===== src/rtl/core/histogram_largest_rectangle_defines.svh =====
// Shared assertion macros for the histogram rectangle block.
// Each use sits in a module that has clk and arst_n in scope.
`ifndef HISTOGRAM_LARGEST_RECTANGLE_DEFINES_SVH
`define HISTOGRAM_LARGEST_RECTANGLE_DEFINES_SVH

// Same-cycle implication.
`define HLR_ASSERT_NOW(lbl, ante, cons, msg) \
	lbl: assert property (@(posedge clk) disable iff (!arst_n) (ante) |-> (cons)) \
		else $error(msg);

// Next-cycle implication.
`define HLR_ASSERT_NEXT(lbl, ante, cons, msg) \
	lbl: assert property (@(posedge clk) disable iff (!arst_n) (ante) |=> (cons)) \
		else $error(msg);

`endif


===== src/rtl/core/hlr_pkg.sv =====
package hlr_pkg;

	localparam int MAX_BARS_DEF    = 1024;
	localparam int HEIGHT_BITS_DEF = 16;
	localparam int AREA_OUT_W      = 26;

	// Classification of a queued item.
	typedef struct packed {
		logic last;  // final bar of the histogram
		logic over;  // bar arrived beyond stack capacity
	} cls_t;

endpackage


===== src/rtl/core/hlr_front.sv =====
`include "histogram_largest_rectangle_defines.svh"

module hlr_front #(
	parameter int MAX_BARS    = hlr_pkg::MAX_BARS_DEF,
	parameter int HEIGHT_BITS = hlr_pkg::HEIGHT_BITS_DEF
) (
	input  logic                   clk,
	input  logic                   arst_n,
	input  logic                   bar_valid,
	output logic                   bar_stall,
	input  logic [HEIGHT_BITS-1:0] bar_height,
	input  logic                   last_bar,
	output logic                   q_valid,
	input  logic                   q_pop,
	output logic [HEIGHT_BITS-1:0] q_height,
	output hlr_pkg::cls_t          q_cls
);

	localparam int IDX_W = $clog2(MAX_BARS + 1);

	logic [IDX_W-1:0]       cnt_q;
	logic [HEIGHT_BITS-1:0] h_mem [2];
	hlr_pkg::cls_t          cls_mem [2];
	logic                   wp_q;
	logic                   rp_q;
	logic [1:0]             fill_q;
	logic                   acc;
	logic                   over;

	assign bar_stall = (fill_q == 2'd2);
	assign acc       = bar_valid && !bar_stall;
	assign over      = (cnt_q == IDX_W'(MAX_BARS));

	assign q_valid  = (fill_q != 2'd0);
	assign q_height = h_mem[rp_q];
	assign q_cls    = cls_mem[rp_q];

	// Count bars of the current histogram, saturate at capacity; advance the queue pointers and fill level.
	always_ff @(posedge clk or negedge arst_n) begin
		if (!arst_n) begin
			cnt_q  <= '0;
			wp_q   <= 1'b0;
			rp_q   <= 1'b0;
			fill_q <= 2'd0;
		end else begin
			if (acc) begin
				wp_q <= ~wp_q;
				if (last_bar) begin
					cnt_q <= '0;
				end else if (!over) begin
					cnt_q <= cnt_q + IDX_W'(1);
				end
			end
			if (q_pop) begin
				rp_q <= ~rp_q;
			end
			fill_q <= fill_q + {1'b0, acc} - {1'b0, q_pop};
		end
	end

	always_ff @(posedge clk) begin
		if (acc) begin
			h_mem[wp_q]   <= bar_height;
			cls_mem[wp_q] <= '{last: last_bar, over: over};
		end
	end

	`HLR_ASSERT_NOW(a_cnt_range, 1'b1, cnt_q <= IDX_W'(MAX_BARS), "bar count beyond capacity")
	`HLR_ASSERT_NOW(a_fill_range, 1'b1, fill_q <= 2'd2, "queue fill beyond depth")
	`HLR_ASSERT_NOW(a_pop_nonempty, q_pop, fill_q != 2'd0, "pop from empty queue")

endmodule


===== config.mk =====
export PLATFORM = sky130hd
export DESIGN_NAME = hlr_front
export DESIGN_NICKNAME = d
export VERILOG_FILES = /design/src/rtl/core/hlr_pkg.sv /design/src/rtl/core/hlr_front.sv
export VERILOG_INCLUDE_DIRS = /design/src /design/src/rtl/core
export SDC_FILE = /design/constraint.sdc
export NUM_CORES = 1
export LEC_CHECK = 0
export ABC_AREA = 1
export BUFFER_PORTS_ARGS = -buffer_cell sky130_fd_sc_hd__buf_2
export CORE_MARGIN = 5
export CORE_UTILIZATION = 45
export CTS_CLUSTER_SIZE = 10
export DETAILED_ROUTE_END_ITERATION = 10
export PLACE_DENSITY = 0.65
export SKIP_LAST_GASP = 1
export SLEW_MARGIN = 10
export SYNTH_ARGS = -nofsm -noshare
export SYNTH_HDL_FRONTEND = slang
export SYNTH_SLANG_ARGS = --single-unit

===== constraint.sdc =====
create_clock -name clk -period 2.5 [get_ports clk]
set_input_delay 0.5 -clock clk [delete_from_list [all_inputs] [get_ports clk]]
set_output_delay 0.5 -clock clk [all_outputs]
set_load 0.01 [all_outputs]

==> results of run 1 <==
metrics by stage:
step                utilization, %  cell area [um2]
floorplan                        -             2250
global placement              52.9             2530
global route                  55.1             2640
finish                        55.1             2640
detailed placement            52.9             2530
CTS                           55.1             2640
kinds of logic after synthesis:
logic type | after synthesis | share of synthesized area, %
mux | 18 | 9.01
simple gates | 74 | 14.9
compound gates | 10 | 2.95
fa+ha+maj | 4 | 2.23
buf+inv | 23 | 4.62
flops | 51 | 64.8
xor+xnor | 4 | 1.56
state kept, by name, indices dropped and copies added (netlist names):
signal,count
cls_mem,4
cnt_q,11
fill_q,2
h_mem,32
rp_q,1
wp_q,1
power by group through the flow:
stage               Clock [W]  Combinational [W]  Sequential [W]
floorplan                   0           0.000550         0.00118
global placement            0           0.000749         0.00123
detailed placement          0           0.000755         0.00124
CTS                  0.000562           0.000758         0.00122
global route         0.000596           0.000816         0.00124
finish               0.000546           0.000742         0.00122
placed cells by master, fill, tap and decap left out, types with 2 or more instances in the layout:
master     n
buf_2     40
buf_4      4
clkbuf_1   2
clkbuf_8   5
dfrtp_1   15
edfxtp_1  36
ha_1       4
inv_1     18
mux2_2    18
nand2_1   35
nand3_1   15
nor2_1    14
o21ai_1    4
o21ai_2    3
or2_2      3
xnor2_1    2
xor2_1     2
cell type report:
class | count | area (um2)
repair buffers | 44 | 230
inverters | 19 | 71.3
clock buffers | 7 | 76.3
flip-flops and latches | 51 | 1460
fillers | 435 | 2150
multi-input cells | 110 | 688
well taps | 67 | 83.8
clock inverters | 1 | 30.0
critical path, cell delays in order (launching register included):
cell     delay (ns)
dfrtp_1        0.58
buf_4          0.26
mux2_2         0.34
buf_2          0.14
per-layer routing:
layer  wire length [um]  vias up
li1                   -      716
met1               1860      634
met2               1730       31
met3                212        5
met4                 46        0
met5                  0        -
final timing paths:
path | from | end | slack [ns]
max | rp_q | q_height[12] | 0.37
min | arst_n | cnt_q[6] | 0.10
max reg2reg | fill_q[1] | fill_q[1] | 0.78
min reg2reg | fill_q[0] | fill_q[0] | 0.54
max in group asynchronous | arst_n | cnt_q[9] | 2.13
min in group clk | bar_height[11] | h_mem[1][11] | 0.39
==> impl_metrics.tcl, run 1 <==
set metrics [dict create \
    use_met2_pct 20.0 \
    setup_viol 0 \
    drt_pass1_iterations 4 \
    drive_gt1_share_pct 33.6 \
    grt_max_degree 20 \
    synth_cell_types 27 \
    final-max-slew-violation-count 0 \
    track_usage_pct 12.6 \
    yosys.area.top_type "edfxtp_1" \
    avgSynthCellArea_um2 12.2 \
    post-route-period-util_pct 85.2 \
    clkLatencyLatePin_ns 0.29 \
    total_power_w 0.00250 \
    vdd_ir_drop_max_mv 0.469 \
    worstPathMaxFanout 10 \
    holdCritPathClass "input port to async pin" \
    clockRootBuffer "clkbuf_8" \
    outcome "finished, final reports clean" \
    fin_ws_ns 0.371 \
    wl_per_cell_um 12.9 \
    clock-sinks 51 \
    fmax_mhz 470 \
    whs_ns 0.103 \
    die-width_um 80.7 \
    tns_ns 0 \
    max_cap_viol_count 0 \
    numCtsBuffers 5 \
    fin_skew_ns 0.00386 \
    cts_setup_buffers 0 \
    synth_edf_count 36 \
    use_met1_pct 17.0 \
    core_mm2 0.00479 \
    synth_area_mm2 0.00225 \
    worstSetupPathType "flip-flop to primary output" \
    gp_congestion 0.736 \
    place_ws_ns 0.656 \
    cts_resized 0 \
    ys_ff_latch 51 \
    drtIter0Drc 38 \
    power.density_mw_per_mm2 950 \
    cp-start-kind "flip-flop" \
    required_ns 2.00 \
    synth_cells 184 \
    rsz0062_at_grt "false" \
    r2r_cells 10 \
    die_height_um 80.7 \
    via_count 1386 \
    grt_overflow 0 \
    p_leak_nw 1.10 \
    hold_violations 0 \
    switching_share_pct 29.5 \
    area_growth_pct 17.3 \
    drc 0 \
    crit_path_end_kind "primary output" \
    comb_power_share_pct 29.6 \
    routed_via_density 4.64 \
    grt_pass1_wl_um 6150 \
    p_clk_share_pct 21.8 \
    min_period_ns 2.13 \
    ios 41 \
    antennaDiodeCount 0 \
    yosys_most_used_dff "edfxtp_1" \
    place_inst 291 \
    synth_warnings 0 \
    ctsHoldBuffers 0 \
    worst_slew_pin_slew_ns 0.390 \
    syn-num-nets 209 \
    pwr-share-seq_pct 48.6 \
    final_nets 256 \
    dpl.hpwl_um 2750 \
    wl_um 3850 \
    yosysMostFrequentCell "edfxtp_1" \
    async_flop_share_pct 29.4 \
    io_buffers 40 \
    dieArea_mm2 0.00651 \
    p_sw_w 0.000740 \
    grt_util_met3_pct 3.14 \
    synth_top_area_share_pct 48.1 \
    grt_pass1_vias 1288 \
    busiest_layer "met2" \
    p_int_w 0.00176 \
    slew_headroom_pct 73.9 \
    placementRows 25 \
    yosysSeqAreaShare_pct 64.8 \
    synth_area_leaders "edfxtp_1 48%, dfrtp_1 17%, mux2_2 9.0%, nand2_1 5.8%, nand3_1 3.3%" \
    cts_buffer_depth 2 \
    ant_nets 0 \
    critPathArrivalTime_ns 1.63 \
    clk_pin_slew_ns 0.08 \
    initial_core_util_pct 47.0 \
    antenna_found_initial 0 \
    htreeDepth 2 \
    synth_commonest_cells "36 x edfxtp_1, 35 x nand2_1, 18 x inv_1, 18 x mux2_2" \
    cts_tree "built" \
    final_cells 299 \
]
Note: power is estimated with default switching activity, not from simulation.
==> inputs of run 2 (changes only) <==
==> constraint.sdc (replaced) <==
create_clock -name clk -period 2 [get_ports clk]
set_input_delay 0.4 -clock clk [delete_from_list [all_inputs] [get_ports clk]]
set_output_delay 0.4 -clock clk [all_outputs]
set_load 0.01 [all_outputs]
==> impl_metrics.tcl, run 2 (synthesized netlist as in run 1, its figures left out) <==
set metrics [dict create \
    layout.cells.most_common "buf_2" \
    hold_depth 1 \
    cts_tree "built" \
    core_mm2 0.00479 \
    final-max-slew-violation-count 0 \
    grt_max_degree 19 \
    outcome "finished, final reports clean" \
    gp_congestion 0.755 \
    ctsHoldBuffers 1 \
    wl_um 3810 \
    io_buffers 40 \
    critPathArrivalTime_ns 1.50 \
    fmax_mhz 528 \
    final_nets 258 \
    fin_skew_ns 0.00556 \
    use_met1_pct 16.2 \
    clk_pin_slew_ns 0.10 \
    holdCritPathClass "input port to flip-flop" \
    worstSetupPathType "flip-flop to primary output" \
    dieArea_mm2 0.00651 \
    area_growth_pct 18.4 \
    multi_input_area_um2 693 \
    die-width_um 80.7 \
    htreeDepth 2 \
    drive_gt1_share_pct 35.5 \
    largest_register_ffs 32 \
    wl_per_cell_um 12.7 \
    crit_start "rp_q" \
    nFillCells 427 \
    busiest_layer "met2" \
    final_cell_mix "40 x buf_2, 36 x edfxtp_1, 35 x nand2_1" \
    tns_ns 0 \
    clockRootBuffer "clkbuf_8" \
    dpl.hpwl_um 2800 \
    r2r_cells 9 \
    ios 41 \
    cts_setup_buffers 0 \
    path_cells "buf_12, mux2_2, buf_2" \
    grt_pass1_vias 1425 \
    rsz0062_at_grt "false" \
    clkLatencyLatePin_ns 0.31 \
    p_leak_nw 1.11 \
    crit_path_end_kind "primary output" \
    reg2reg_from "fill_q[1]" \
    drt_pass1_iterations 4 \
    worst_slew_pin_slew_ns 0.390 \
    cts_buffer_depth 2 \
    placementRows 25 \
    antenna_found_initial 0 \
    r2r_slack_ns 0.37 \
    slew_headroom_pct 73.9 \
    reg.largest.list "h_mem: 32 flops, cnt_q: 11 flops, cls_mem: 4 flops" \
    grt_pass1_wl_um 6520 \
    ant_nets 0 \
    setup_viol 0 \
    grt_util_met3_pct 4.15 \
    track_usage_pct 13.3 \
    antennaDiodeCount 0 \
    drc 0 \
    worstPathMaxFanout 15 \
    post-route-period-util_pct 94.8 \
    worstHoldStart "bar_height[8]" \
    grt_overflow 0 \
    drtIter0Drc 55 \
    min_to "h_mem[0][8]" \
    required_ns 1.60 \
    hold_violations 0 \
    initial_core_util_pct 47.0 \
    vdd_ir_drop_max_mv 0.605 \
    max_cap_viol_count 0 \
    use_met2_pct 22.0 \
    cp_num_buf_inv 2 \
    routed_via_density 4.79 \
    die_height_um 80.7 \
    max_stage_delay_ns 0.50 \
    cp-start-kind "flip-flop" \
    slowest_stage "dfrtp_1" \
    crit_family "flip-flops" \
    finish.utilization_pct 55.6 \
    clock-sinks 51 \
    power.density_mw_per_mm2 1180 \
    seqCellArea_mm2 0.00146 \
    min_period_ns 1.90 \
    r2r_end "fill_q[1]" \
    regMostFlops "h_mem" \
    cts_resized 0 \
    numCtsBuffers 5 \
    via_count 1441 \
]
run 2: per-layer routing:
| metal | part of all wire (%) | up-vias |
|---|---|---|
| met5 | 0 | - |
| met1 | 45 | 683 |
| met4 | 1.6 | 0 |
| met3 | 7.1 | 6 |
| met2 | 46 | 32 |
| li1 | - | 720 |
run 2: worst max-delay path by stage:
stage,slack [ns],to,depth (start not counted)
2_1_floorplan,0.11,cls_mem[1][0],5
3_3_place_gp,0.40,fill_q[1],9
3_5_place_dp,0.36,fill_q[1],9
4_1_cts,0.08,q_cls[0],3
5_1_grt,0.04,q_cls[0],3
6_report,0.10,q_cls[0],3
run 2: where the power goes:
group	leakage, nW	switching (W)	internal [W]
Combinational	0.528	0.000530	0.000478
Sequential	0.533	0.000113	0.00139
Clock	0.0463	0.000358	0.000257
Total	1.11	0.00100	0.00213
run 2: through the flow:
stage                     hold WS, ns  std cells  total power, W  instance area (um2)  worst slack [ns]
final                           0.274        301         0.00313                 2660             0.105
after global routing            0.260        301         0.00333                 2660            0.0351
after CTS                       0.265        301         0.00318                 2660            0.0827
after detailed placement        0.326        292         0.00256                 2550             0.363
after global placement          0.334        292         0.00254                 2550             0.404
after floorplan                 0.104        184         0.00217                 2250             0.108
run 2: area by class of cell:
class	count	share of cell area, %
sequential	51	54.7
multi-input combinational	110	26.0
timing repair buffer	46	9.78
tap	67	3.15
inverter	19	2.68
clock buffer	5	2.59
clock inverter	3	1.03
run 2: worst reg2reg max path, stage by stage (launching register included):
cell and delay [ns]:
dfrtp_1 0.39, inv_1 0.08, nor2_1 0.06, nor2_1 0.11, inv_1 0.10, ha_1 0.28
inv_1 0.04, ha_1 0.18, xnor2_1 0.17, xor2_1 0.15
==> inputs of run 3 (changes only) <==
==> constraint.sdc (replaced) <==
create_clock -name clk -period 2.4 [get_ports clk]
set_input_delay 0 -clock clk [delete_from_list [all_inputs] [get_ports clk]]
set_output_delay 0 -clock clk [all_outputs]
set_load 0.01 [all_outputs]
==> impl_metrics.tcl, run 3 (synthesized netlist as in run 1, its figures left out) <==
set metrics [dict create \
    outcome "finished, final reports clean" \
    cp-start-kind "flip-flop" \
    hold_violations 0 \
    crit_path_end_kind "flip-flop" \
    drt_pass1_iterations 4 \
    worst_slew_pin_slew_ns 0.382 \
    power.density_mw_per_mm2 915 \
    htreeDepth 2 \
    reg2reg_from "fill_q[1]" \
    final_cell_mix "40 x buf_2, 36 x edfxtp_1, 35 x nand2_1" \
    tns_ns 0 \
    track_usage_pct 13.6 \
    wirelength_met1_um 1790 \
    area_growth_pct 25.2 \
    cp_num_buf_inv 4 \
    path_cells "inv_1, nor2_1, nor2_1, buf_4, inv_1, ha_1, inv_1, ha_1, xnor2_1, xor2_1" \
    core_mm2 0.00479 \
    routed_via_density 4.70 \
    post-route-period-util_pct 72.5 \
    worstPathMaxFanout 6 \
    final_cells 318 \
    slew_headroom_pct 74.5 \
    place_inst 291 \
    grt_pass1_wl_um 6730 \
    dieArea_mm2 0.00651 \
    wl_um 3940 \
    worstSetupPathType "flip-flop to flip-flop" \
    met3_length_um 236 \
    die_height_um 80.7 \
    p_leak_nw 1.18 \
    clk_pin_slew_ns 0.09 \
    clock-sinks 51 \
    r2r_end "fill_q[1]" \
    final_cell_area_mm2 0.00282 \
    cts_tree "built" \
    holdCritPathClass "input port to async pin" \
    ios 41 \
    regMostFlops "h_mem" \
    cts_buffer_depth 2 \
    critPathArrivalTime_ns 1.97 \
    drc 0 \
    top_layer_used "met4" \
    max_cap_viol_count 0 \
    rsz0062_at_grt "false" \
    placementRows 25 \
    grt_max_degree 20 \
    slowest_stage "dfrtp_1" \
    drtIter0Drc 46 \
    drive_gt1_share_pct 31.5 \
    ant_nets 0 \
    min_period_ns 1.74 \
    r2r_cells 10 \
    r2r_slack_ns 0.66 \
    final_nets 275 \
    antenna_found_initial 0 \
    die-width_um 80.7 \
    setup_viol 0 \
    grt_overflow 0 \
    vdd_ir_drop_max_mv 0.546 \
    required_ns 2.63 \
    numCtsBuffers 5 \
    clkLatencyLatePin_ns 0.30 \
    fmax_mhz 575 \
    reg.largest.list "h_mem: 32 flops, cnt_q: 11 flops, cls_mem: 4 flops" \
    initial_core_util_pct 47.0 \
    dpl-instance-area_mm2 0.00253 \
    grt_pass1_vias 1485 \
    gp_congestion 0.762 \
    via_count 1495 \
    layout.cells.most_common "buf_2" \
    clockRootBuffer "clkbuf_8" \
    wl_per_cell_um 12.4 \
    largest_register_ffs 32 \
    antennaDiodeCount 0 \
    total_power_w 0.00258 \
    fin_skew_ns 0.00656 \
    max_stage_delay_ns 0.38 \
    dpl.hpwl_um 2650 \
    met2_length_um 1890 \
    io_buffers 40 \
    final-max-slew-violation-count 0 \
    crit_family "adder cells" \
    crit_top_cell "inv_1" \
]
==> run 3: worst max path at each step <==
stage                         start       endpoint  slack, ns  depth (start not counted)
after floorplan           fill_q[1]  cls_mem[1][0]       0.23                          5
after global placement    fill_q[1]      fill_q[1]       0.75                         10
after detailed placement  fill_q[1]      fill_q[1]       0.66                         10
after CTS                 fill_q[1]      fill_q[1]       0.64                         10
after global routing      fill_q[1]      fill_q[1]       0.49                         10
final                     fill_q[1]      fill_q[1]       0.66                         10
==> run 3: layout make-up <==
class,count,area (um2)
well taps,67,83.8
clock inverters,1,8.76
repair buffers,63,420
clock buffers,7,86.3
multi-input cells,110,688
inverters,19,71.3
flip-flops and latches,51,1460
fillers,426,1970
==> run 3: what timing repair did <==
| action | CTS | global route |
|---|---|---|
| hold buffers | 19 | 0 |
| resized for setup | 0 | 0 |
| hold endpoints to repair | 50 | 0 |
| setup buffers | 0 | 0 |
==> run 3: layer usage <==
layer / up-vias / track usage [%]
li1: 752 / -
met1: 708 / 17.2
met2: 33 / 22.2
met3: 2 / 4.15
met4: 0 / 4.05
met5: - / 0
==> run 3: worst reg2reg max path: stages, from the launching register on <==
cell,delay (ns)
dfrtp_1,0.38
inv_1,0.08
nor2_1,0.06
nor2_1,0.10
buf_4,0.16
inv_1,0.07
ha_1,0.27
inv_1,0.04
ha_1,0.18
xnor2_1,0.18
xor2_1,0.15
==> run 3: report_power, final <==
part,internal [W],switching [W]
registers,0.00116,0.0000855
logic,0.000386,0.000438
clock network,0.000236,0.000268
total,0.00178,0.000791
==> run 3: per-stage QoR <==
step,hold WS (ns),util [%],worst slack (ns)
after global placement,-0.0647,52.9,0.753
after detailed placement,-0.0603,52.9,0.664
after floorplan,-0.296,-,0.230
final,0.131,58.8,0.660
after global routing,0.161,58.8,0.495
after CTS,0.152,58.8,0.644
